==> config.mk <==
export PLATFORM = sky130hd
export DESIGN_NAME = searchable_fifo_queue
export DESIGN_NICKNAME = d
export VERILOG_FILES = /design/src/design/sfq_pkg.sv /design/src/design/sfq_cell.sv /design/src/design/sfq_pick.sv /design/src/design/searchable_fifo_queue.sv
export SDC_FILE = /design/constraint.sdc
export NUM_CORES = 1
export LEC_CHECK = 0
export ABC_AREA = 0
export ABC_CLOCK_PERIOD_IN_PS = 3600
export CORE_MARGIN = 4
export CORE_UTILIZATION = 50
export CTS_CLUSTER_SIZE = 28
export DETAILED_ROUTE_END_ITERATION = 8
export DONT_BUFFER_PORTS = 1
export PLACE_DENSITY = 0.68
export SYNTH_ARGS = -nofsm -noshare
export SYNTH_HDL_FRONTEND = slang
export SYNTH_SLANG_ARGS = --single-unit
export TNS_END_PERCENT = 100
==> constraint.sdc <==
create_clock -name i_clk -period 3.6 [get_ports i_clk]
set_clock_uncertainty 0.05 [all_clocks]
set_input_delay 0.36 -clock i_clk [delete_from_list [all_inputs] [get_ports i_clk]]
set_output_delay 0.36 -clock i_clk [all_outputs]
set_load 0.01 [all_outputs]
==> src/design/sfq_pkg.sv <==
`default_nettype none
package sfq_pkg;

    localparam int DEPTH  = 16;
    localparam int DATA_W = 32;
    localparam int ACT_W  = 2;
    localparam int STAT_W = 2;
    localparam int POS_W  = 10;
    localparam int CNT_W  = $clog2(DEPTH + 1);
    localparam int OUT_TDATA_W = ((DATA_W + POS_W + 7) / 8) * 8;

    typedef enum logic [ACT_W-1:0] {
        ACT_INSERT = 2'd0,
        ACT_REMOVE = 2'd1,
        ACT_SEARCH = 2'd2,
        ACT_NOP    = 2'd3
    } t_action;

    typedef enum logic [STAT_W-1:0] {
        ST_OK       = 2'd0,
        ST_EMPTY    = 2'd1,
        ST_FULL     = 2'd2,
        ST_NOTFOUND = 2'd3
    } t_status;

    // per-cell control from the sequencer
    typedef struct packed {
        logic load;
        logic shift;
    } t_cell_ctl;

endpackage
`default_nettype wire

==> src/design/sfq_cell.sv <==
`default_nettype none
module sfq_cell (
    input  wire logic                      i_clk,
    input  wire sfq_pkg::t_cell_ctl        i_ctl,
    input  wire logic [sfq_pkg::DATA_W-1:0] i_value,
    input  wire logic [sfq_pkg::DATA_W-1:0] i_next_data,
    output logic      [sfq_pkg::DATA_W-1:0] o_data,
    output logic                           o_match
);

    logic [sfq_pkg::DATA_W-1:0] r_data;
    logic [sfq_pkg::DATA_W-1:0] n_data;
    logic                       r_match;

    always_comb begin
        n_data = r_data;
        if (i_ctl.load) begin
            n_data = i_value;
        end else if (i_ctl.shift) begin
            n_data = i_next_data;
        end
    end

    // compare runs every cycle, sampled by the sequencer in the cycle after a search is accepted
    always_ff @(posedge i_clk) begin
        r_data  <= n_data;
        r_match <= (r_data == i_value);
    end

    assign o_data  = r_data;
    assign o_match = r_match;

endmodule
`default_nettype wire

==> src/design/sfq_pick.sv <==
`default_nettype none
module sfq_pick (
    input  wire logic [sfq_pkg::DEPTH-1:0] i_match,
    input  wire logic [sfq_pkg::CNT_W-1:0] i_count,
    output logic                           o_found,
    output logic      [sfq_pkg::POS_W-1:0] o_position
);

    // lowest live cell that matched wins
    always_comb begin
        o_found    = 1'b0;
        o_position = '0;
        for (int i = sfq_pkg::DEPTH - 1; i >= 0; i--) begin
            if (i_match[i] && (sfq_pkg::CNT_W'(i) < i_count)) begin
                o_found    = 1'b1;
                o_position = sfq_pkg::POS_W'(i);
            end
        end
    end

endmodule
`default_nettype wire

==> src/design/searchable_fifo_queue.sv <==
`default_nettype none
// Searchable FIFO of signed 32-bit words held in a row of shift cells, cell 0
// being the head. Each transaction on the slave side carries the action in
// s_tuser and the value in s_tdata and yields exactly one result transaction.
// Insert writes the cell just past the last live one, remove returns cell 0
// and shifts every cell one place toward the head, and search compares all
// cells against the value at once. Insert, remove and the unused action code
// go straight to the result register; search registers the compare of every
// cell before the priority pick of the first live match. A new transaction is
// taken as soon as the queue is idle and the result register is free or being
// emptied in that cycle, so insert and remove sustain one operation per cycle
// while results drain, and a search holds off the next until its pick is done.
module searchable_fifo_queue (
    input  wire logic                                i_clk,
    input  wire logic                                i_rst_n,
    input  wire logic                                s_tvalid,
    output logic                                     s_tready,
    input  wire logic [sfq_pkg::DATA_W-1:0]          s_tdata,  // value
    input  wire logic [sfq_pkg::ACT_W-1:0]           s_tuser,  // action
    output logic                                     m_tvalid,
    input  wire logic                                m_tready,
    output logic      [sfq_pkg::OUT_TDATA_W-1:0]     m_tdata,  // data_out, position, zero pad
    output logic      [sfq_pkg::STAT_W-1:0]          m_tuser   // status
);

    typedef enum logic {
        S_IDLE,
        S_PICK
    } t_state;

    t_state                      r_state;
    t_state                      n_state;
    logic [sfq_pkg::CNT_W-1:0]   r_count;
    logic [sfq_pkg::CNT_W-1:0]   n_count;
    logic                        r_out_valid;
    logic                        n_out_valid;
    sfq_pkg::t_status            r_status;
    sfq_pkg::t_status            n_status;
    logic [sfq_pkg::DATA_W-1:0]  r_data_out;
    logic [sfq_pkg::DATA_W-1:0]  n_data_out;
    logic [sfq_pkg::POS_W-1:0]   r_position;
    logic [sfq_pkg::POS_W-1:0]   n_position;

    logic                        in_xfer;
    logic                        out_xfer;
    sfq_pkg::t_action            action;
    logic                        do_insert;
    logic                        do_remove;
    logic                        pick_found;
    logic [sfq_pkg::POS_W-1:0]   pick_position;

    sfq_pkg::t_cell_ctl          cell_ctl  [sfq_pkg::DEPTH];
    logic [sfq_pkg::DATA_W-1:0]  cell_data [sfq_pkg::DEPTH];
    logic [sfq_pkg::DEPTH-1:0]   cell_match;

    assign action   = sfq_pkg::t_action'(s_tuser);
    assign out_xfer = r_out_valid && m_tready;
    assign s_tready = (r_state == S_IDLE) && (!r_out_valid || m_tready);
    assign in_xfer  = s_tvalid && s_tready;

    assign do_insert = in_xfer && (action == sfq_pkg::ACT_INSERT)
                       && (r_count != sfq_pkg::CNT_W'(sfq_pkg::DEPTH));
    assign do_remove = in_xfer && (action == sfq_pkg::ACT_REMOVE)
                       && (r_count != '0);

    for (genvar g = 0; g < sfq_pkg::DEPTH; g++) begin : g_cell
        logic [sfq_pkg::DATA_W-1:0] next_data;

        if (g == sfq_pkg::DEPTH - 1) begin : g_last
            assign next_data = cell_data[g];
        end else begin : g_mid
            assign next_data = cell_data[g+1];
        end

        assign cell_ctl[g].load  = do_insert && (r_count == sfq_pkg::CNT_W'(g));
        assign cell_ctl[g].shift = do_remove;

        sfq_cell u_cell (
            .i_clk       (i_clk),
            .i_ctl       (cell_ctl[g]),
            .i_value     (s_tdata),
            .i_next_data (next_data),
            .o_data      (cell_data[g]),
            .o_match     (cell_match[g])
        );
    end

    sfq_pick u_pick (
        .i_match    (cell_match),
        .i_count    (r_count),
        .o_found    (pick_found),
        .o_position (pick_position)
    );

    always_comb begin
        n_state     = r_state;
        n_count     = r_count;
        n_out_valid = r_out_valid && !out_xfer;
        n_status    = r_status;
        n_data_out  = r_data_out;
        n_position  = r_position;

        case (r_state)
            S_IDLE: begin
                if (in_xfer) begin
                    n_status   = sfq_pkg::ST_OK;
                    n_data_out = '0;
                    n_position = '0;
                    case (action)
                        sfq_pkg::ACT_INSERT: begin
                            if (do_insert) begin
                                n_count = r_count + sfq_pkg::CNT_W'(1);
                            end else begin
                                n_status = sfq_pkg::ST_FULL;
                            end
                            n_out_valid = 1'b1;
                        end
                        sfq_pkg::ACT_REMOVE: begin
                            if (do_remove) begin
                                n_count    = r_count - sfq_pkg::CNT_W'(1);
                                n_data_out = cell_data[0];
                            end else begin
                                n_status = sfq_pkg::ST_EMPTY;
                            end
                            n_out_valid = 1'b1;
                        end
                        sfq_pkg::ACT_SEARCH: begin
                            // cells register their compare this cycle
                            n_state = S_PICK;
                        end
                        default: begin
                            n_out_valid = 1'b1;
                        end
                    endcase
                end
            end
            S_PICK: begin
                n_state     = S_IDLE;
                n_out_valid = 1'b1;
                n_data_out  = '0;
                if (pick_found) begin
                    n_status   = sfq_pkg::ST_OK;
                    n_position = pick_position;
                end else begin
                    n_status   = sfq_pkg::ST_NOTFOUND;
                    n_position = '0;
                end
            end
            default: begin
                n_state = S_IDLE;
            end
        endcase
    end

    always_ff @(posedge i_clk) begin
        if (!i_rst_n) begin
            r_state     <= S_IDLE;
            r_count     <= '0;
            r_out_valid <= 1'b0;
        end else begin
            r_state     <= n_state;
            r_count     <= n_count;
            r_out_valid <= n_out_valid;
        end
        r_status   <= n_status;
        r_data_out <= n_data_out;
        r_position <= n_position;
    end

    assign m_tvalid = r_out_valid;
    assign m_tuser  = r_status;
    assign m_tdata  = {{(sfq_pkg::OUT_TDATA_W - sfq_pkg::DATA_W - sfq_pkg::POS_W){1'b0}},
                       r_position, r_data_out};

endmodule
`default_nettype wire

; ---- After elaboration in Yosys (flattened, before gate mapping)
; Cells that the tools add are included.
[totals]
register_bits = 579
in_bits = 38
out_inout_bits = 52
wordCells = 241
[classes]
addsub = 2
magnitude_cmp = 16
n_eq_ne = 37
mux = 84
bitwise_logic = 1
reduce_logical = 63
[op_table]
columns = operator, n
row1 = 2-to-1 mux 32 bit, 33
row2 = == test 32 bit, 16
row3 = 2-to-1 mux 4 bit, 16
row4 = one-hot mux 32 bit (2 select lines), 1
row5 = == test 5 x 4 -> 1 bit (second input constant), 8
row6 = logical AND 1 bit, 40
row7 = less-than comparator 4 x 5 -> 1 bit (first input constant), 8
row8 = nonzero test 2 bit, 16
row9 = 2-to-1 mux 1 bit, 21
row10 = == test 5 x 3 -> 1 bit (second input constant), 4
row11 = less-than comparator 3 x 5 -> 1 bit (first input constant), 4
row12 = 2-to-1 mux 10 bit, 2
row13 = one-hot mux 10 bit (2 select lines), 1
row14 = == test 5 x 2 -> 1 bit (second input constant), 2
row15 = less-than comparator 1 x 5 -> 1 bit (first input constant), 2
row16 = less-than comparator 2 x 5 -> 1 bit (first input constant), 2
row17 = 2-to-1 mux 5 bit, 2
row18 = one-hot mux 5 bit (2 select lines), 1
row19 = one-hot mux 2 bit (2 select lines), 2
row20 = 2-to-1 mux 2 bit, 3
row21 = != test 2 bit (second input constant), 3
row22 = adder 5 x 1 -> 5 bit (second input constant), 1
row23 = == test 5 x 1 -> 1 bit (second input constant), 1
row24 = logical NOT 5 bit, 1
row25 = 11 further kinds, 13

; ---- Depth between registers and ports, before layout
[logic_depth]
word_depth = 20
mapped_depth = 11
depth_no_buf = 8

; ---- Modules after synthesis
; Synthesis repeated with hierarchy kept, for this count alone.
[hier_totals]
cells_unflattened = 2077
hier_area_um2 = 30365.4
[by_module_without_submodules]
columns = mod, instances, cells_each, area_each_um2, seq_area_each_um2
row1 = sfq_cell, 16, 113, 1719.1, 980.9
row2 = searchable_fifo_queue, 1, 194, 2332.2, 1461.4
row3 = sfq_pick, 1, 75, 526.8, 0.0

; ---- Least setup slack after synthesis
; No wires, ideal clock.
[synth_timing]
path_type = flip-flop to flip-flop
start = reg r_count[1] in the netlist's numbering
end = reg g_cell[10].u_cell.r_data (netlist bit g_cell[10].u_cell.o_data[0]), enable pin
setup_ns = 0.389
arrival_time_ns = 2.876
required_ns = 3.161
slack_ns = 0.285
stages_incl_launch_ff = 12
n_path_buf = 5
path_cell_list = dfxtp_1 buf_2 buf_1 inv_1 ha_1 clkbuf_1 nand2_1 nor2_1 or3_1 clkbuf_1 clkbuf_1 nand2_1
[synth_via]
elab_chain_cells = 4
word_cells_on_any_way = 7
classes_between = eq/ne (2) / reduce/logical (5)
[synth_rtl]
columns = element, line_no
row1 = "start, declared", searchable_fifo_queue.sv:33  ; logic [sfq_pkg::CNT_W-1:0] r_count;
row2 = "start signal, assigned", searchable_fifo_queue.sv:162  ; r_count <= n_count;
row3 = != test 5 bit, searchable_fifo_queue.sv:62  ; && (r_count != sfq_pkg::CNT_W'(sfq_pkg::DEPTH));
row4 = logical AND 1 bit, searchable_fifo_queue.sv:62
row5 = logical AND 1 bit, searchable_fifo_queue.sv:75  ; assign cell_ctl[g].load = do_insert && (r_count == sfq_pkg::CNT_W'(g));
row6 = nonzero test 2 bit (no source line) (*), -
row7 = "end signal, assigned", sfq_cell.sv:26  ; r_data <= n_data;
row8 = "end, declared", sfq_cell.sv:11  ; logic [sfq_pkg::DATA_W-1:0] r_data;
; Every way passes the cells marked *; elsewhere a longest branch is shown, timed or not.
; A chain may end at the register's enable or synchronous reset.

; ---- Final worst setup path
[layout_timing]
start = reg r_out_valid, in the netlist m_tvalid
end = reg g_cell[1].u_cell.r_data (netlist bit g_cell[1].u_cell.o_data[4]), enable pin
[layout_via]
elab_chain_cells = 8
word_cells_on_any_way = 10
classes_between = reduce/logical (10)
[layout_rtl]
columns = element, line_no
row1 = "start, declared", searchable_fifo_queue.sv:35  ; logic r_out_valid;
row2 = "start signal, assigned", searchable_fifo_queue.sv:163  ; r_out_valid <= n_out_valid;
row3 = logical NOT 1 bit (*), searchable_fifo_queue.sv:58  ; assign s_tready = (r_state == S_IDLE) && (!r_out_valid || m_tready);
row4 = logical OR 1 bit (*), searchable_fifo_queue.sv:58
row5 = logical AND 1 bit (*), searchable_fifo_queue.sv:58
row6 = via s_tready, searchable_fifo_queue.sv:17  ; output logic s_tready,
row7 = logical AND 1 bit (*), searchable_fifo_queue.sv:59  ; assign in_xfer = s_tvalid && s_tready;
row8 = logical AND 1 bit, searchable_fifo_queue.sv:61  ; assign do_insert = in_xfer && (action == sfq_pkg::ACT_INSERT)
row9 = logical AND 1 bit, searchable_fifo_queue.sv:62
row10 = logical AND 1 bit, searchable_fifo_queue.sv:75
row11 = nonzero test 2 bit (no source line) (*), -
row12 = "end signal, assigned", sfq_cell.sv:26
row13 = "end, declared", sfq_cell.sv:11
; Mark *: on every way through the listed nets, which the timed path passes. The rest lies on a longest branch.

==> run metrics <==
outcome=finished clean; Slew headroom=0.159; vias in the first global route=18833; worst slack at placement=510 ps; count of TritonRoute iterations in the first routing pass=5; global routing usage summed across all routing layers=0.304; delay of the slowest cell on the worst path=860 ps; placed wire-length estimate=52100 microns; leakage component of the power=roughly 0.012 uW; largest fanout on the critical path=33; clock tree buffer depth=3; Pwr per Cell Area=471 nW/um^2; setup violation total in the final timing report=0; Max Fclk=0.324 GHz; slew of the pin with the lowest slew margin=1260 ps; Iter 0 DRT Violations=2130; routed via count divided by cell count=6.38; clock tree from TritonCTS=built; total wire length after detailed routing=99000 microns; type of element capturing the critical path=flop; Root Buffer=clkbuf_16; number of distinct library cells after synthesis=57; share of flip-flops with an asynchronous set or reset after synthesis=0; total clock buffers created by CTS=67; required time of the critical path=3850 ps; remaining global-route overflow=0; startpoint types=flop; flip-flop and latch count after synthesis=573; Clock Sink Count=573; routed via count=18776; global-route wire length before repair=approximately 140000 microns; I/O Pins=90; maximum level of the CTS H-tree=3; Worst Reg2Reg Path Length in Cells=6; cell count of the worst hold path=4; critical path start-end classification=reg2reg; number of antenna violations at the first check in global routing=1; class of the worst hold path=in2reg; leading cell types in the layout, fill and taps excluded=edfxtp_1, xor2_1, mux2_2; average cell area after synthesis=around 14 sq um; synth-to-layout area growth=12.1%; Top FF cell, synth=edfxtp_1; final hold violation count=0; Max VDD drop=0.367 mV; Residual DRC=0; post-synthesis instance area=30300 sq um; Die Span X=254 microns; arrival time of the worst setup path=3340 ps; routability congestion estimate=0.842; Synth area leaders=edfxtp_1, xor2_1, mux2_2; period utilization=0.858; number of synthesized flops with an enable pin=550; sequential-to-total area share from yosys stat=0.560; cell count after synthesis=roughly 2100; worst skew pair latency=620 ps; Gates resized, CTS repair=0; CTS Hold Buffers Added=52; Die Ht=254 microns; die outline area=64700 sq um; number of cells in the design after placement=2770; master of the slowest instance on the critical path=nand3_2; PortBufs=0; core box area=around 60000 sq um; shortest clock period the worst path allows after layout=3090 ps; Total Negative Setup Slacks=0 ps; max-capacitance violation count=0; unrepaired setup endpoints after global routing=no; Yosys warnings=0; fraction of synthesized cell area taken by the top area cell type=0.545; cell taking the most area after synthesis=edfxtp_1; clock-pin slew on the worst setup and hold paths=around 60 ps; crit-path cells=a21oi_4, nand2_2, nor3_4, nand3_2, nand2_1, buf_12; final net count=2152; Row Count=90; final routed wire length divided by cell count=33.7 microns; starting density of the core=0.503; postcts setup bufs=0; most common cell after layout, fill and taps aside=edfxtp_1; largest net degree at the start of global routing=39; smallest setup slack after layout=between 500 and 600 ps; ratio of cells with drive above 1 in the final layout=0.285; final instance count without filler cells=2941; hold slack=39.3 ps; remaining number of nets flagged by the antenna check after routing=0; final-report max-slew violation count=0
[logic make-up (layout without fill, tap and decap cells)]
kind of cell / count (synthesis) / after routing / share of synthesized area
DFF: 573 / 573 / 0.560
xor gates and xnor gates: 516 / 516 / 0.149
muxes: 481 / 481 / 0.185
and+or+nand+nor: 300 / 300 / 0.0603
buffers and inverters: 213 / 216 / 0.0320
AOI/OAI and AO/OA: 55 / 55 / 0.0115
adders and majority gates: 5 / 5 / 0.00206
other: 1 / 13 / 0.000124
[sequential cells by signal (all words and copies together) (netlist names)]
register	count
g_cell.u_cell.o_data	512
m_tvalid	1
r_position	4
r_count	5
r_state	1
g_cell.u_cell.o_match	16
m_tuser	2
r_data_out	32
[layout make-up]
class / instances / area [sq um]
antenna: 1 / 2.50
clock buffer: 87 / 1900
clock inverter: 31 / 493
fill: 4714 / 26300
inverter: 8 / 30.0
multi-input combinational: 1369 / 12400
sequential: 573 / 17000
tap: 782 / 978
timing repair buffer: 90 / 1170
[stage by stage]
| stage | power (uW) | cell area [sq um] | utilization |
|---|---|---|---|
| CTS | 16100 | 34000 | 0.564 |
| finish | 16000 | 34000 | 0.564 |
| floorplan | 8390 | 30400 | - |
| detailed placement | 8410 | 30800 | 0.512 |
| global placement | 8390 | 30800 | 0.512 |
| global route | 16400 | 34000 | 0.564 |
[where the power goes]
group	switching [uW]	leakage, uW	internal [uW]
sequential	138	0.00520	7450
combinational	585	0.00570	402
clock	2790	0.00114	4640
[routing by layer]
metal	GRT usage	routed length (microns)	up-vias
li1	-	-	7759
met3	0.0658	9930	282
met1	0.407	38600	9530
met4	0.140	5460	2
met2	0.479	44900	1203
met5	0	13	-
[synthesized netlist by cell type, types with 8 or more instances]
| cell | number |
|---|---|
| buf_4 | 16 |
| o21ai_0 | 16 |
| mux2_4 | 53 |
| xor2_1 | 513 |
| a21oi_1 | 18 |
| and2_1 | 36 |
| dfxtp_1 | 23 |
| buf_2 | 46 |
| nor4_1 | 132 |
| nand2_1 | 22 |
| mux2_2 | 381 |
| nor2_1 | 33 |
| edfxtp_1 | 550 |
| mux2_1 | 46 |
| clkbuf_1 | 91 |
| nand4_1 | 36 |
| buf_1 | 45 |
| inv_1 | 8 |
[path summary, 6_finish.rpt]
kind / startpoint / endpoint / slack, ps
setup / recovery: m_tvalid$_SDFF_PN0_ / g_cell[1].u_cell.o_data[4]$_DFFE_PP_ / 510
hold / removal: s_tdata[11] / g_cell[5].u_cell.o_match$_DFF_P_ / 40
hold reg to reg: g_cell[0].u_cell.o_data[3]$_DFFE_PP_ / r_data_out[3]$_SDFFCE_PP0P_ / 530
setup reg to reg: m_tvalid$_SDFF_PN0_ / g_cell[1].u_cell.o_data[4]$_DFFE_PP_ / 510
[worst max-delay path: cells and delay by family (launching register included)]
family / cells / cell delay (ps)
buf+inv: 1 / 250
simple gates: 4 / 1800
flops: 1 / 370
compound gates: 1 / 250
Note: power is estimated with default switching activity, not from simulation.
